==> src/design/mdd_pkg.sv <==
`timescale 1ns / 1ps
// ----------------------------------------------------------------------------
// mdd_pkg
// Types, widths and codes shared by the max drawdown tracker modules.
// ----------------------------------------------------------------------------
package mdd_pkg;

  localparam int VAL_W      = 48;
  localparam int IDX_W      = 20;
  localparam int SUM_W      = 64;
  localparam int PCT_W      = 32;
  localparam int DD_OUT_W   = 47;
  localparam int FRAC_BITS  = 16;
  localparam int PCT_SCALE  = 100;
  localparam int DIV_N_W    = 72;
  localparam int DIV_D_W    = 48;
  localparam int DIV_CNT_W  = 7;
  localparam int CFG_IDX_W  = 1;

  localparam logic [IDX_W-1:0]     IDX_MAX    = {IDX_W{1'b1}};
  localparam logic [DD_OUT_W-1:0]  DD_OUT_MAX = {DD_OUT_W{1'b1}};
  localparam logic [DIV_CNT_W-1:0] DIV_LAST   = DIV_CNT_W'(DIV_N_W - 1);
  // quotient magnitude at which a percent leaves the signed 32-bit range
  localparam logic [DIV_N_W-1:0]   PCT_LIMIT  = DIV_N_W'(1) << (PCT_W - 1);

  localparam logic [CFG_IDX_W-1:0] CFG_INPUT_IS_PNL  = 1'b0;
  localparam logic [CFG_IDX_W-1:0] CFG_START_CAPITAL = 1'b1;

  typedef struct packed {
    logic signed [VAL_W-1:0] sample_value;
    logic                    end_of_series;
  } in_item_t;

  typedef struct packed {
    logic [DD_OUT_W-1:0]     worst_drawdown;
    logic signed [PCT_W-1:0] worst_drawdown_pct;
    logic [IDX_W-1:0]        peak_at;
    logic [IDX_W-1:0]        trough_at;
    logic [IDX_W-1:0]        recovered_at;
    logic [IDX_W-1:0]        peak_to_trough_bars;
    logic [IDX_W-1:0]        peak_to_recovery_bars;
    logic [DD_OUT_W-1:0]     mean_drawdown;
    logic signed [PCT_W-1:0] mean_drawdown_pct;
    logic [IDX_W-1:0]        underwater_total;
  } out_item_t;

  // series totals carried with every bar record
  typedef struct packed {
    logic [VAL_W-1:0] best_dd;
    logic [IDX_W-1:0] best_peak_at;
    logic [IDX_W-1:0] best_trough_at;
    logic             rec_seen;
    logic [IDX_W-1:0] rec_at;
    logic [SUM_W-1:0] dd_sum;
    logic [IDX_W-1:0] uw_bars;
  } snap_t;

  typedef struct packed {
    logic                    uw;
    logic                    new_best;
    logic                    last;
    logic [VAL_W-1:0]        dd;
    logic signed [VAL_W-1:0] peak;
    snap_t                   snap;
  } bar_rec_t;

  typedef struct packed {
    logic               start;
    logic [DIV_N_W-1:0] dividend;
    logic [DIV_D_W-1:0] divisor;
  } div_req_t;

endpackage

==> src/design/mdd_front.sv <==
`timescale 1ns / 1ps
// ----------------------------------------------------------------------------
// mdd_front
// Takes bars, tracks equity, peak, worst drawdown and sums, queues bar records.
// ----------------------------------------------------------------------------
module mdd_front (
  input  logic                              clk,
  input  logic                              rst,
  input  logic                              push,
  input  mdd_pkg::in_item_t                 in_item,
  output logic                              full,
  input  logic                              cfg_we,
  input  logic [mdd_pkg::CFG_IDX_W-1:0]     cfg_index,
  input  logic [mdd_pkg::VAL_W-1:0]         cfg_data,
  input  logic                              q_full,
  output logic                              q_push,
  output mdd_pkg::bar_rec_t                 q_data
);
  import mdd_pkg::*;

  logic                    input_is_pnl;
  logic signed [VAL_W-1:0] start_capital;

  logic [IDX_W-1:0]        bar_index;
  logic signed [VAL_W-1:0] equity;
  logic signed [VAL_W-1:0] peak;
  logic [IDX_W-1:0]        peak_at;
  logic [VAL_W-1:0]        best_dd;
  logic [IDX_W-1:0]        best_peak_at;
  logic signed [VAL_W-1:0] best_peak_value;
  logic [IDX_W-1:0]        best_trough_at;
  logic                    rec_seen;
  logic [IDX_W-1:0]        rec_at;
  logic [SUM_W-1:0]        dd_sum;
  logic [IDX_W-1:0]        uw_bars;

  logic [IDX_W-1:0]        bar_index_next;
  logic signed [VAL_W-1:0] equity_next;
  logic signed [VAL_W-1:0] peak_next;
  logic [IDX_W-1:0]        peak_at_next;
  logic [VAL_W-1:0]        best_dd_next;
  logic [IDX_W-1:0]        best_peak_at_next;
  logic signed [VAL_W-1:0] best_peak_value_next;
  logic [IDX_W-1:0]        best_trough_at_next;
  logic                    rec_seen_next;
  logic [IDX_W-1:0]        rec_at_next;
  logic [SUM_W-1:0]        dd_sum_next;
  logic [IDX_W-1:0]        uw_bars_next;

  logic                    first, compare, uw, new_best, accept;
  logic [IDX_W-1:0]        i;
  logic signed [VAL_W-1:0] eq0, pk0, cur, sample;
  logic signed [VAL_W:0]   wide_sum;
  logic [VAL_W:0]          wide_dd;
  logic [VAL_W-1:0]        dd;
  logic [SUM_W:0]          sum_wide;

  assign sample = in_item.sample_value;
  assign full   = q_full;
  assign accept = push && !q_full;
  assign q_push = accept;

  always_comb begin
    first    = (bar_index == '0);
    compare  = !first || input_is_pnl;
    i        = first ? (input_is_pnl ? IDX_W'(1) : '0) : bar_index;
    eq0      = first ? (input_is_pnl ? start_capital : sample) : equity;
    pk0      = first ? (input_is_pnl ? start_capital : sample) : peak;

    wide_sum = {eq0[VAL_W-1], eq0} + {sample[VAL_W-1], sample};
    if (wide_sum[VAL_W] != wide_sum[VAL_W-1]) begin
      cur = wide_sum[VAL_W] ? {1'b1, {(VAL_W-1){1'b0}}} : {1'b0, {(VAL_W-1){1'b1}}};
    end else begin
      cur = wide_sum[VAL_W-1:0];
    end
    if (!input_is_pnl) begin
      cur = sample;
    end

    wide_dd  = {pk0[VAL_W-1], pk0} - {cur[VAL_W-1], cur};
    dd       = wide_dd[VAL_W-1:0];
    sum_wide = {1'b0, dd_sum} + (SUM_W+1)'(dd);

    equity_next          = eq0;
    peak_next            = pk0;
    peak_at_next         = first ? '0 : peak_at;
    best_dd_next         = best_dd;
    best_peak_at_next    = best_peak_at;
    best_peak_value_next = best_peak_value;
    best_trough_at_next  = best_trough_at;
    rec_seen_next        = rec_seen;
    rec_at_next          = rec_at;
    dd_sum_next          = dd_sum;
    uw_bars_next         = uw_bars;
    uw                   = 1'b0;
    new_best             = 1'b0;

    if (compare) begin
      equity_next = cur;
      if (best_dd != '0 && !rec_seen && cur >= best_peak_value) begin
        rec_seen_next = 1'b1;
        rec_at_next   = i;
      end
      if (cur >= pk0) begin
        peak_next    = cur;
        peak_at_next = i;
      end else begin
        uw           = 1'b1;
        dd_sum_next  = sum_wide[SUM_W] ? {SUM_W{1'b1}} : sum_wide[SUM_W-1:0];
        uw_bars_next = (uw_bars != IDX_MAX) ? uw_bars + 1'b1 : IDX_MAX;
        if (dd > best_dd) begin
          new_best             = 1'b1;
          best_dd_next         = dd;
          best_peak_at_next    = peak_at_next;
          best_peak_value_next = pk0;
          best_trough_at_next  = i;
          rec_seen_next        = 1'b0;
          rec_at_next          = '0;
        end
      end
    end
    bar_index_next = (i != IDX_MAX) ? i + 1'b1 : IDX_MAX;
  end

  always_comb begin
    q_data                     = '0;
    q_data.uw                  = uw;
    q_data.new_best            = new_best;
    q_data.last                = in_item.end_of_series;
    q_data.dd                  = dd;
    q_data.peak                = pk0;
    q_data.snap.best_dd        = best_dd_next;
    q_data.snap.best_peak_at   = best_peak_at_next;
    q_data.snap.best_trough_at = best_trough_at_next;
    q_data.snap.rec_seen       = rec_seen_next;
    q_data.snap.rec_at         = rec_at_next;
    q_data.snap.dd_sum         = dd_sum_next;
    q_data.snap.uw_bars        = uw_bars_next;
  end

  always_ff @(posedge clk) begin
    if (rst) begin
      input_is_pnl  <= 1'b0;
      start_capital <= '0;
    end else if (cfg_we) begin
      unique case (cfg_index)
        CFG_INPUT_IS_PNL:  input_is_pnl  <= cfg_data[0];
        CFG_START_CAPITAL: start_capital <= cfg_data;
        default: ;
      endcase
    end
  end

  always_ff @(posedge clk) begin
    if (rst || (accept && in_item.end_of_series)) begin
      bar_index       <= '0;
      equity          <= '0;
      peak            <= '0;
      peak_at         <= '0;
      best_dd         <= '0;
      best_peak_at    <= '0;
      best_peak_value <= '0;
      best_trough_at  <= '0;
      rec_seen        <= 1'b0;
      rec_at          <= '0;
      dd_sum          <= '0;
      uw_bars         <= '0;
    end else if (accept) begin
      bar_index       <= bar_index_next;
      equity          <= equity_next;
      peak            <= peak_next;
      peak_at         <= peak_at_next;
      best_dd         <= best_dd_next;
      best_peak_at    <= best_peak_at_next;
      best_peak_value <= best_peak_value_next;
      best_trough_at  <= best_trough_at_next;
      rec_seen        <= rec_seen_next;
      rec_at          <= rec_at_next;
      dd_sum          <= dd_sum_next;
      uw_bars         <= uw_bars_next;
    end
  end

  a_trough_after_peak: assert property (@(posedge clk) disable iff (rst)
    (best_dd != '0) |-> (best_trough_at >= best_peak_at))
    else $error("worst trough precedes its peak");

  a_recovery_after_trough: assert property (@(posedge clk) disable iff (rst)
    rec_seen |-> (rec_at >= best_trough_at && best_dd != '0))
    else $error("recovery without a drawdown before it");

endmodule

==> src/design/mdd_fifo.sv <==
`timescale 1ns / 1ps
// ----------------------------------------------------------------------------
// mdd_fifo
// Two-entry queue of bar records between front and back.
// ----------------------------------------------------------------------------
module mdd_fifo (
  input  logic              clk,
  input  logic              rst,
  input  logic              push,
  input  mdd_pkg::bar_rec_t wdata,
  output logic              full,
  input  logic              pop,
  output mdd_pkg::bar_rec_t rdata,
  output logic              empty
);
  import mdd_pkg::*;

  bar_rec_t    slots [2];
  logic        wptr, rptr;
  logic [1:0]  count;

  assign full  = (count == 2'd2);
  assign empty = (count == 2'd0);
  assign rdata = slots[rptr];

  always_ff @(posedge clk) begin
    if (push) begin
      slots[wptr] <= wdata;
    end
  end

  always_ff @(posedge clk) begin
    if (rst) begin
      wptr  <= 1'b0;
      rptr  <= 1'b0;
      count <= '0;
    end else begin
      if (push) wptr <= ~wptr;
      if (pop)  rptr <= ~rptr;
      count <= count + {1'b0, push} - {1'b0, pop};
    end
  end

  a_count_bound: assert property (@(posedge clk) disable iff (rst)
    (count <= 2'd2) && ((count == 2'd0 || count == 2'd2) == (wptr == rptr)))
    else $error("queue pointers disagree with fill count");

endmodule

==> src/design/mdd_div.sv <==
`timescale 1ns / 1ps
// ----------------------------------------------------------------------------
// mdd_div
// Restoring unsigned divider, one quotient bit per cycle.
// ----------------------------------------------------------------------------
module mdd_div (
  input  logic                          clk,
  input  logic                          rst,
  input  mdd_pkg::div_req_t             req,
  output logic                          busy,
  output logic                          done,
  output logic [mdd_pkg::DIV_N_W-1:0]   quot
);
  import mdd_pkg::*;

  logic [DIV_N_W-1:0]   nq;
  logic [DIV_D_W:0]     rem;
  logic [DIV_D_W-1:0]   dvs;
  logic [DIV_CNT_W-1:0] cnt;
  logic [DIV_D_W:0]     rem_sh;
  logic                 take;

  assign quot   = nq;
  assign rem_sh = {rem[DIV_D_W-1:0], nq[DIV_N_W-1]};
  assign take   = (rem_sh >= {1'b0, dvs});

  always_ff @(posedge clk) begin
    if (req.start) begin
      nq  <= req.dividend;
      dvs <= req.divisor;
      rem <= '0;
    end else if (busy) begin
      rem <= take ? rem_sh - {1'b0, dvs} : rem_sh;
      nq  <= {nq[DIV_N_W-2:0], take};
    end
  end

  always_ff @(posedge clk) begin
    if (rst) begin
      busy <= 1'b0;
      done <= 1'b0;
      cnt  <= '0;
    end else begin
      done <= 1'b0;
      if (req.start) begin
        busy <= 1'b1;
        cnt  <= DIV_LAST;
      end else if (busy) begin
        cnt <= cnt - 1'b1;
        if (cnt == '0) begin
          busy <= 1'b0;
          done <= 1'b1;
        end
      end
    end
  end

endmodule

==> src/design/mdd_back.sv <==
`timescale 1ns / 1ps
// ----------------------------------------------------------------------------
// mdd_back
// Drains bar records: percent of peak, percent sums, means, summary register.
// ----------------------------------------------------------------------------
module mdd_back (
  input  logic                clk,
  input  logic                rst,
  input  logic                q_empty,
  input  mdd_pkg::bar_rec_t   q_data,
  output logic                q_pop,
  output logic                empty,
  input  logic                pop,
  output mdd_pkg::out_item_t  out_item
);
  import mdd_pkg::*;

  typedef enum logic [5:0] {
    S_IDLE = 6'b000001,
    S_PCT  = 6'b000010,
    S_ACC  = 6'b000100,
    S_MDD  = 6'b001000,
    S_MPCT = 6'b010000,
    S_EMIT = 6'b100000
  } state_t;

  state_t                  state;
  bar_rec_t                rec;
  logic signed [PCT_W-1:0] pct;
  logic signed [PCT_W-1:0] best_pct;
  logic signed [SUM_W-1:0] pct_sum;
  logic [DD_OUT_W-1:0]     mean_dd;
  logic signed [PCT_W-1:0] mean_pct;
  logic                    out_valid;

  div_req_t                div_req;
  logic                    div_busy, div_done;
  logic [DIV_N_W-1:0]      quot;

  logic [VAL_W-1:0]        peak_mag;
  logic [SUM_W-1:0]        sum_mag;
  logic signed [SUM_W:0]   acc_wide;
  logic signed [PCT_W-1:0] pct_q;
  logic signed [PCT_W-1:0] mpct_q;
  logic                    slot_free;

  assign empty     = !out_valid;
  assign slot_free = !out_valid || pop;
  assign q_pop     = (state == S_IDLE) && !q_empty;

  assign peak_mag = q_data.peak[VAL_W-1] ? VAL_W'(-q_data.peak) : VAL_W'(q_data.peak);
  assign sum_mag  = pct_sum[SUM_W-1] ? SUM_W'(-pct_sum) : SUM_W'(pct_sum);
  assign acc_wide = {pct_sum[SUM_W-1], pct_sum} + (SUM_W+1)'(pct);

  always_comb begin
    // clamp quotient magnitude to the signed 32-bit range, sign of the peak for pct_q, of the percent sum for mpct_q
    if (!rec.peak[VAL_W-1]) begin
      pct_q = (quot >= PCT_LIMIT) ? {1'b0, {(PCT_W-1){1'b1}}} : PCT_W'(quot);
    end else begin
      pct_q = (quot >= PCT_LIMIT) ? {1'b1, {(PCT_W-1){1'b0}}} : PCT_W'(-quot);
    end
    if (!pct_sum[SUM_W-1]) begin
      mpct_q = (quot >= PCT_LIMIT) ? {1'b0, {(PCT_W-1){1'b1}}} : PCT_W'(quot);
    end else begin
      mpct_q = (quot >= PCT_LIMIT) ? {1'b1, {(PCT_W-1){1'b0}}} : PCT_W'(-quot);
    end
  end

  always_comb begin
    div_req = '0;
    unique case (state)
      S_IDLE: begin
        div_req.start    = !q_empty && q_data.uw && (q_data.peak != '0);
        div_req.dividend = (DIV_N_W'(q_data.dd) << FRAC_BITS) * DIV_N_W'(PCT_SCALE);
        div_req.divisor  = peak_mag;
      end
      S_ACC: begin
        div_req.start    = rec.last && (rec.snap.uw_bars != '0);
        div_req.dividend = DIV_N_W'(rec.snap.dd_sum);
        div_req.divisor  = DIV_D_W'(rec.snap.uw_bars);
      end
      S_MDD: begin
        div_req.start    = div_done;
        div_req.dividend = DIV_N_W'(sum_mag);
        div_req.divisor  = DIV_D_W'(rec.snap.uw_bars);
      end
      default: ;
    endcase
  end

  mdd_div u_div (
    .clk  (clk),
    .rst  (rst),
    .req  (div_req),
    .busy (div_busy),
    .done (div_done),
    .quot (quot)
  );

  always_ff @(posedge clk) begin
    if (q_pop) begin
      rec <= q_data;
    end
  end

  always_ff @(posedge clk) begin
    if (rst) begin
      state     <= S_IDLE;
      pct       <= '0;
      best_pct  <= '0;
      pct_sum   <= '0;
      mean_dd   <= '0;
      mean_pct  <= '0;
      out_valid <= 1'b0;
    end else begin
      if (pop && !(state == S_EMIT && slot_free)) out_valid <= 1'b0;
      unique case (state)
        S_IDLE: begin
          if (!q_empty) begin
            pct   <= '0;
            state <= (q_data.uw && q_data.peak != '0) ? S_PCT : S_ACC;
          end
        end
        S_PCT: begin
          if (div_done) begin
            pct   <= pct_q;
            state <= S_ACC;
          end
        end
        S_ACC: begin
          if (rec.uw) begin
            if (acc_wide[SUM_W] != acc_wide[SUM_W-1]) begin
              pct_sum <= acc_wide[SUM_W] ? {1'b1, {(SUM_W-1){1'b0}}}
                                         : {1'b0, {(SUM_W-1){1'b1}}};
            end else begin
              pct_sum <= acc_wide[SUM_W-1:0];
            end
            if (rec.new_best) best_pct <= pct;
          end
          if (!rec.last) begin
            state <= S_IDLE;
          end else if (rec.snap.uw_bars != '0) begin
            state <= S_MDD;
          end else begin
            mean_dd  <= '0;
            mean_pct <= '0;
            state    <= S_EMIT;
          end
        end
        S_MDD: begin
          if (div_done) begin
            mean_dd <= (quot > DIV_N_W'(DD_OUT_MAX)) ? DD_OUT_MAX : quot[DD_OUT_W-1:0];
            state   <= S_MPCT;
          end
        end
        S_MPCT: begin
          if (div_done) begin
            mean_pct <= mpct_q;
            state    <= S_EMIT;
          end
        end
        S_EMIT: begin
          if (slot_free) begin
            out_valid <= 1'b1;
            best_pct  <= '0;
            pct_sum   <= '0;
            state     <= S_IDLE;
          end
        end
        default: state <= S_IDLE;
      endcase
    end
  end

  always_ff @(posedge clk) begin
    if (state == S_EMIT && slot_free) begin
      out_item.worst_drawdown <= (rec.snap.best_dd > VAL_W'(DD_OUT_MAX))
                                 ? DD_OUT_MAX : rec.snap.best_dd[DD_OUT_W-1:0];
      out_item.worst_drawdown_pct    <= best_pct;
      out_item.peak_at               <= rec.snap.best_peak_at;
      out_item.trough_at             <= rec.snap.best_trough_at;
      out_item.recovered_at          <= rec.snap.rec_seen ? rec.snap.rec_at : '0;
      out_item.peak_to_trough_bars   <= rec.snap.best_trough_at - rec.snap.best_peak_at;
      out_item.peak_to_recovery_bars <= rec.snap.rec_seen
                                        ? rec.snap.rec_at - rec.snap.best_peak_at : '0;
      out_item.mean_drawdown         <= mean_dd;
      out_item.mean_drawdown_pct     <= mean_pct;
      out_item.underwater_total      <= rec.snap.uw_bars;
    end
  end

  a_div_running: assert property (@(posedge clk) disable iff (rst)
    (state == S_PCT || state == S_MPCT) |-> (div_busy || div_done))
    else $error("waiting on a divider that is not running");

  a_no_start_busy: assert property (@(posedge clk) disable iff (rst)
    div_req.start |-> !div_busy)
    else $error("divider restarted while busy");

endmodule

==> src/design/max_drawdown_tracker_core.sv <==
`timescale 1ns / 1ps
// ----------------------------------------------------------------------------
// max_drawdown_tracker_core
// Streaming maximum drawdown analysis with one summary per series.
// ----------------------------------------------------------------------------
//  channel   handshake          payload
//  bars in   push / full        in_item  (sample_value, end_of_series)
//  summary   pop / empty        out_item (ten summary fields)
//  config    cfg_we             cfg_index, cfg_data
//
//  The front takes one bar per cycle into a two-entry queue while it is not full.
//  The back passes a bar at or above its peak or at a zero peak through S_IDLE and S_ACC,
//  and on an underwater bar runs the 72-step divider in S_PCT between the two.
//  The last bar of a series with underwater bars adds two more divider runs
//  and the summary write.
//  Reset (rst, synchronous) clears all series state and both registers.
//  A summary not popped holds the back; a full queue holds push.
// ----------------------------------------------------------------------------
module max_drawdown_tracker_core (
  input  logic                          clk,
  input  logic                          rst,
  input  logic                          push,
  input  mdd_pkg::in_item_t             in_item,
  output logic                          full,
  output logic                          empty,
  input  logic                          pop,
  output mdd_pkg::out_item_t            out_item,
  input  logic                          cfg_we,
  input  logic [mdd_pkg::CFG_IDX_W-1:0] cfg_index,
  input  logic [mdd_pkg::VAL_W-1:0]     cfg_data
);
  import mdd_pkg::*;

  logic     q_push, q_full, q_pop, q_empty;
  bar_rec_t q_wdata, q_rdata;

  mdd_front u_front (
    .clk       (clk),
    .rst       (rst),
    .push      (push),
    .in_item   (in_item),
    .full      (full),
    .cfg_we    (cfg_we),
    .cfg_index (cfg_index),
    .cfg_data  (cfg_data),
    .q_full    (q_full),
    .q_push    (q_push),
    .q_data    (q_wdata)
  );

  mdd_fifo u_fifo (
    .clk   (clk),
    .rst   (rst),
    .push  (q_push),
    .wdata (q_wdata),
    .full  (q_full),
    .pop   (q_pop),
    .rdata (q_rdata),
    .empty (q_empty)
  );

  mdd_back u_back (
    .clk      (clk),
    .rst      (rst),
    .q_empty  (q_empty),
    .q_data   (q_rdata),
    .q_pop    (q_pop),
    .empty    (empty),
    .pop      (pop),
    .out_item (out_item)
  );

endmodule

==> config.mk <==
export PLATFORM = sky130hd
export DESIGN_NAME = max_drawdown_tracker_core
export DESIGN_NICKNAME = d
export VERILOG_FILES = /design/src/design/mdd_pkg.sv /design/src/design/mdd_front.sv /design/src/design/mdd_fifo.sv /design/src/design/mdd_div.sv /design/src/design/mdd_back.sv /design/src/design/max_drawdown_tracker_core.sv
export SDC_FILE = /design/constraint.sdc
export NUM_CORES = 2
export LEC_CHECK = 0
export BUFFER_PORTS_ARGS = -buffer_cell sky130_fd_sc_hd__buf_2
export CAP_MARGIN = 10
export CORE_AREA = 4 4 551 553
export DETAILED_ROUTE_END_ITERATION = 12
export DIE_AREA = 0 0 555 557
export GPL_TIMING_DRIVEN = 0
export PLACE_DENSITY = 0.49
export RECOVER_POWER = 50
export SLEW_MARGIN = 10
export SYNTH_ARGS = -nofsm -noshare
export SYNTH_HDL_FRONTEND = slang
export SYNTH_SLANG_ARGS = --single-unit
==> constraint.sdc <==
create_clock -name clk -period 16.41 [get_ports clk]
set_input_delay 2.4615 -clock clk [delete_from_list [all_inputs] [get_ports clk]]
set_output_delay 2.4615 -clock clk [all_outputs]
set_load 0.03 [all_outputs]
==> Implementation_results.wiki <==
{| class="wikitable"
! Metric !! Value
|-
| Run status || finished, violations left
|-
| Violations in the final reports || max-capacitance violations, max-slew violations
|-
| Startpoint types || register
|-
| Area grow syn2layout || 15.2%
|-
| Wire length per cell after detailed routing || 24.5 um
|-
| H-tree Lvls || 4
|-
| Number of standard cells after synthesis || 9832
|-
| Synth cell types || 90
|-
| CTS tree || yes
|-
| Vias in the first global route || 76856
|-
| Syn_nets || 10534
|-
| Category of the most critical setup path || reg2reg
|-
| Setup repair after global routing missed its margin || no
|-
| Post-synthesis area per instance || 10.0 um^2
|-
| Clock slew at the register clock pins of the worst setup and hold paths || 0.06 ns
|-
| Ys async rst share || 0%
|-
| Biggest area consumer among synthesized cells || sky130_fd_sc_hd__edfxtp_1
|-
| Measured slew at the worst slew-check pin || 3.11 ns
|-
| Total routed wirelength || 358000 um
|-
| Pre-CTS setup slack || -1.63 ns
|-
| WP data required || 17.18 ns
|-
| Clock Path Buffers || 4
|-
| First-pass GRT wire length || 519000 um
|-
| Total routing resource utilization after global routing || 22.4%
|-
| Sequential element share of the synthesized area || 50.3%
|-
| Aggregate global routing overflow || 0
|-
| Commonest cells after routing, fill and taps aside || sky130_fd_sc_hd__edfxtp_1 (1179), sky130_fd_sc_hd__nor2_1 (958), sky130_fd_sc_hd__nand2_1 (957)
|-
| Placed cell area || 107000 um^2
|-
| Largest cells by area after synthesis || sky130_fd_sc_hd__edfxtp_1 (36%), sky130_fd_sc_hd__dfxtp_1 (14%), sky130_fd_sc_hd__ha_1 (7.0%)
|-
| Worst-path maximum fanout || 10
|-
| Commonest register cell after synthesis || sky130_fd_sc_hd__edfxtp_1
|-
| Fin crit share || 96.2%
|-
| Area of all placed cells without fillers || 113000 um^2
|-
| Upper clock frequency limit || 0.0634 GHz
|-
| Final setup violation count || 0
|-
| Top-level port count || 383
|-
| DIE WIDTH || 555 um
|-
| Initial cell density of the core || 32.9%
|-
| Slowest-stage cell, CP || sky130_fd_sc_hd__nor3_2
|-
| Worst-Skew Late Latency || 0.92 ns
|-
| Slew margin rel. || -107%
|-
| Number of nets at the end of the flow || 11197
|-
| Die Footprint || 309000 um^2
|-
| Number of storage elements in the synthesis netlist || 1881
|-
| Worst clock skew on the final layout || 0.112 ns
|-
| Clock tree root driver cell || sky130_fd_sc_hd__clkbuf_16
|-
| Fraction of final layout cells sized beyond drive strength 1 || 7.95%
|-
| Worst slack on hold paths || 0.410 ns
|-
| Count of nets left with antenna violations after detail routing || 0
|-
| Clock period minus final worst setup slack || 15.78 ns
|-
| Cell area after synthesis || 98300 um^2
|-
| Fraction of synthesized cell area taken by the top area cell type || 36.0%
|-
| Most common cell after layout, fill and taps aside || sky130_fd_sc_hd__edfxtp_1
|-
| Max-capacitance violation count || 24
|-
| Detailed Place HPWL || 281000 um
|-
| Sink Count || 1881
|-
| Weighted congestion at the end of routability-driven global placement || 0.937
|-
| Core region area || 299000 um^2
|-
| Worst Setup Slack, final || 0.626 ns
|-
| Endpoint class of the critical path || register
|-
| Arrival time at the worst endpoint || 16.56 ns
|-
| Via density per instance || 5.37
|-
| Max-slew violations || 726
|-
| Overall via count from detail_route || 78697
|-
| Min-delay worst type || reg2reg
|-
| Largest stage delay on the critical path || 0.74 ns
|-
| Antenna violations before repair || 20
|-
| Hold Vio Cnt, Final || 0
|-
| EDFF count, synth || 1179
|-
| Port buffer count || 382
|-
| Length of the first detailed-routing pass in iterations || 8
|-
| Post-detailed-route DRC marker count || 0
|-
| Count of routing violations after the opening detailed-route iteration || 7211
|-
| Largest net degree at the start of global routing || 56
|-
| Number of rows created at floorplan || 201
|-
| Vert. Die Dim || 557 um
|-
| Yosys warning total || 0
|-
| Number of CTS-inserted buffers || 215
|}
-- per-stage QoR --
stage	cells	util, %	setup TNS [ns]
detailed placement	14236	35.7	-402.41
global placement	14172	35.2	-1591.85
floorplan	9832	-	0
global route	14639	37.9	0
finish	14643	37.9	0
CTS	14637	38.2	0
-- path summary, 6_finish.rpt --
kind / startpoint / to / slack [ns] / depth (start not counted)
min reg2reg: u_back.mean_dd[17]$_SDFFE_PP0P_ / u_back.out_item[69]$_DFFE_PP_ / 0.41 / 0
max: u_front.bar_index[18]$_SDFFE_PP0P_ / u_front.best_dd[16]$_SDFFE_PP0P_ / 0.63 / 53
max reg2reg: u_front.bar_index[18]$_SDFFE_PP0P_ / u_front.best_dd[16]$_SDFFE_PP0P_ / 0.63 / 53
min: u_back.mean_dd[17]$_SDFFE_PP0P_ / u_back.out_item[69]$_DFFE_PP_ / 0.41 / 0
-- worst max-delay path, delay by kind of cell (launching register included) --
kind	cells	cell delay [ns]
DFF	1	0.30
buffers and inverters	12	3.99
and+or+nand+nor	15	3.58
xor gates and xnor gates	1	0.41
AOI/OAI and AO/OA	22	6.20
adders and majority gates	3	1.13
-- repair_timing --
action | 4_1_cts | 5_1_grt
setup endpoints to repair | 527 | 548
hold buffers | 0 | 0
gates resized for setup | 15 | 12
cloned | 0 | 0
buffers inserted | 0 | 0
-- sequential cells by signal (all words and copies together) (netlist names), 64 cells and up, named ones only --
| signal | cells |
|---|---|
| u_back.out_item | 278 |
| u_front.dd_sum | 64 |
| u_back.u_div.quot | 72 |
| u_fifo.slots | 584 |
| u_back.rec | 197 |
| u_back.pct_sum | 64 |
-- synth_stat cells, types with 57 or more instances --
cell	count
sky130_fd_sc_hd__dfxtp_1	702
sky130_fd_sc_hd__a211oi_1	175
sky130_fd_sc_hd__a22o_1	82
sky130_fd_sc_hd__xor2_1	162
sky130_fd_sc_hd__mux2i_1	129
sky130_fd_sc_hd__ha_1	549
sky130_fd_sc_hd__a222oi_1	58
sky130_fd_sc_hd__nor2b_1	78
sky130_fd_sc_hd__a21o_1	225
sky130_fd_sc_hd__a21oi_1	848
sky130_fd_sc_hd__edfxtp_1	1179
sky130_fd_sc_hd__a31oi_1	78
sky130_fd_sc_hd__and3_1	88
sky130_fd_sc_hd__clkbuf_1	463
sky130_fd_sc_hd__nor3_1	115
sky130_fd_sc_hd__nand2b_1	87
sky130_fd_sc_hd__inv_1	553
sky130_fd_sc_hd__o21ai_0	638
sky130_fd_sc_hd__or3_1	57
sky130_fd_sc_hd__nand2_1	957
sky130_fd_sc_hd__mux2_2	211
sky130_fd_sc_hd__nand3_1	191
sky130_fd_sc_hd__or2_2	60
sky130_fd_sc_hd__xnor2_1	292
sky130_fd_sc_hd__nand4_1	85
sky130_fd_sc_hd__nor2_1	959
-- cell type report --
class                      instances  area [um^2]
fill                           29813       185000
sequential                      1881        49500
multi-input combinational       6875        45200
clock buffer                     253         5620
tap                             3958         4950
timing repair buffer             446         2240
inverter                         554         2080
buffer                           522         2000
clock inverter                   148         1800
antenna                            6         15.0
-- routing by layer --
metal	routed length, um	up-vias	track usage [%]
li1	-	36926	-
met1	157000	38488	30.1
met2	165000	2732	36.6
met3	20600	543	2.86
met4	15900	8	8.71
met5	58	-	0
-- kinds of logic (layout without fill, tap and decap cells) --
kind of cell | after synthesis | in the layout | synth area share (%)
adders and majority gates | 599 | 599 | 8.00
and+or+nand+nor | 2872 | 2872 | 13.2
DFF | 1881 | 1881 | 50.3
AOI/OAI and AO/OA | 2610 | 2610 | 16.6
muxes | 340 | 340 | 3.73
xor gates and xnor gates | 454 | 454 | 4.04
buffers and inverters | 1076 | 1923 | 4.13
other | 0 | 6 | 0
Power is not shown: default switching activity piles up to over one toggle a cycle in this logic, so the estimate is an artifact.
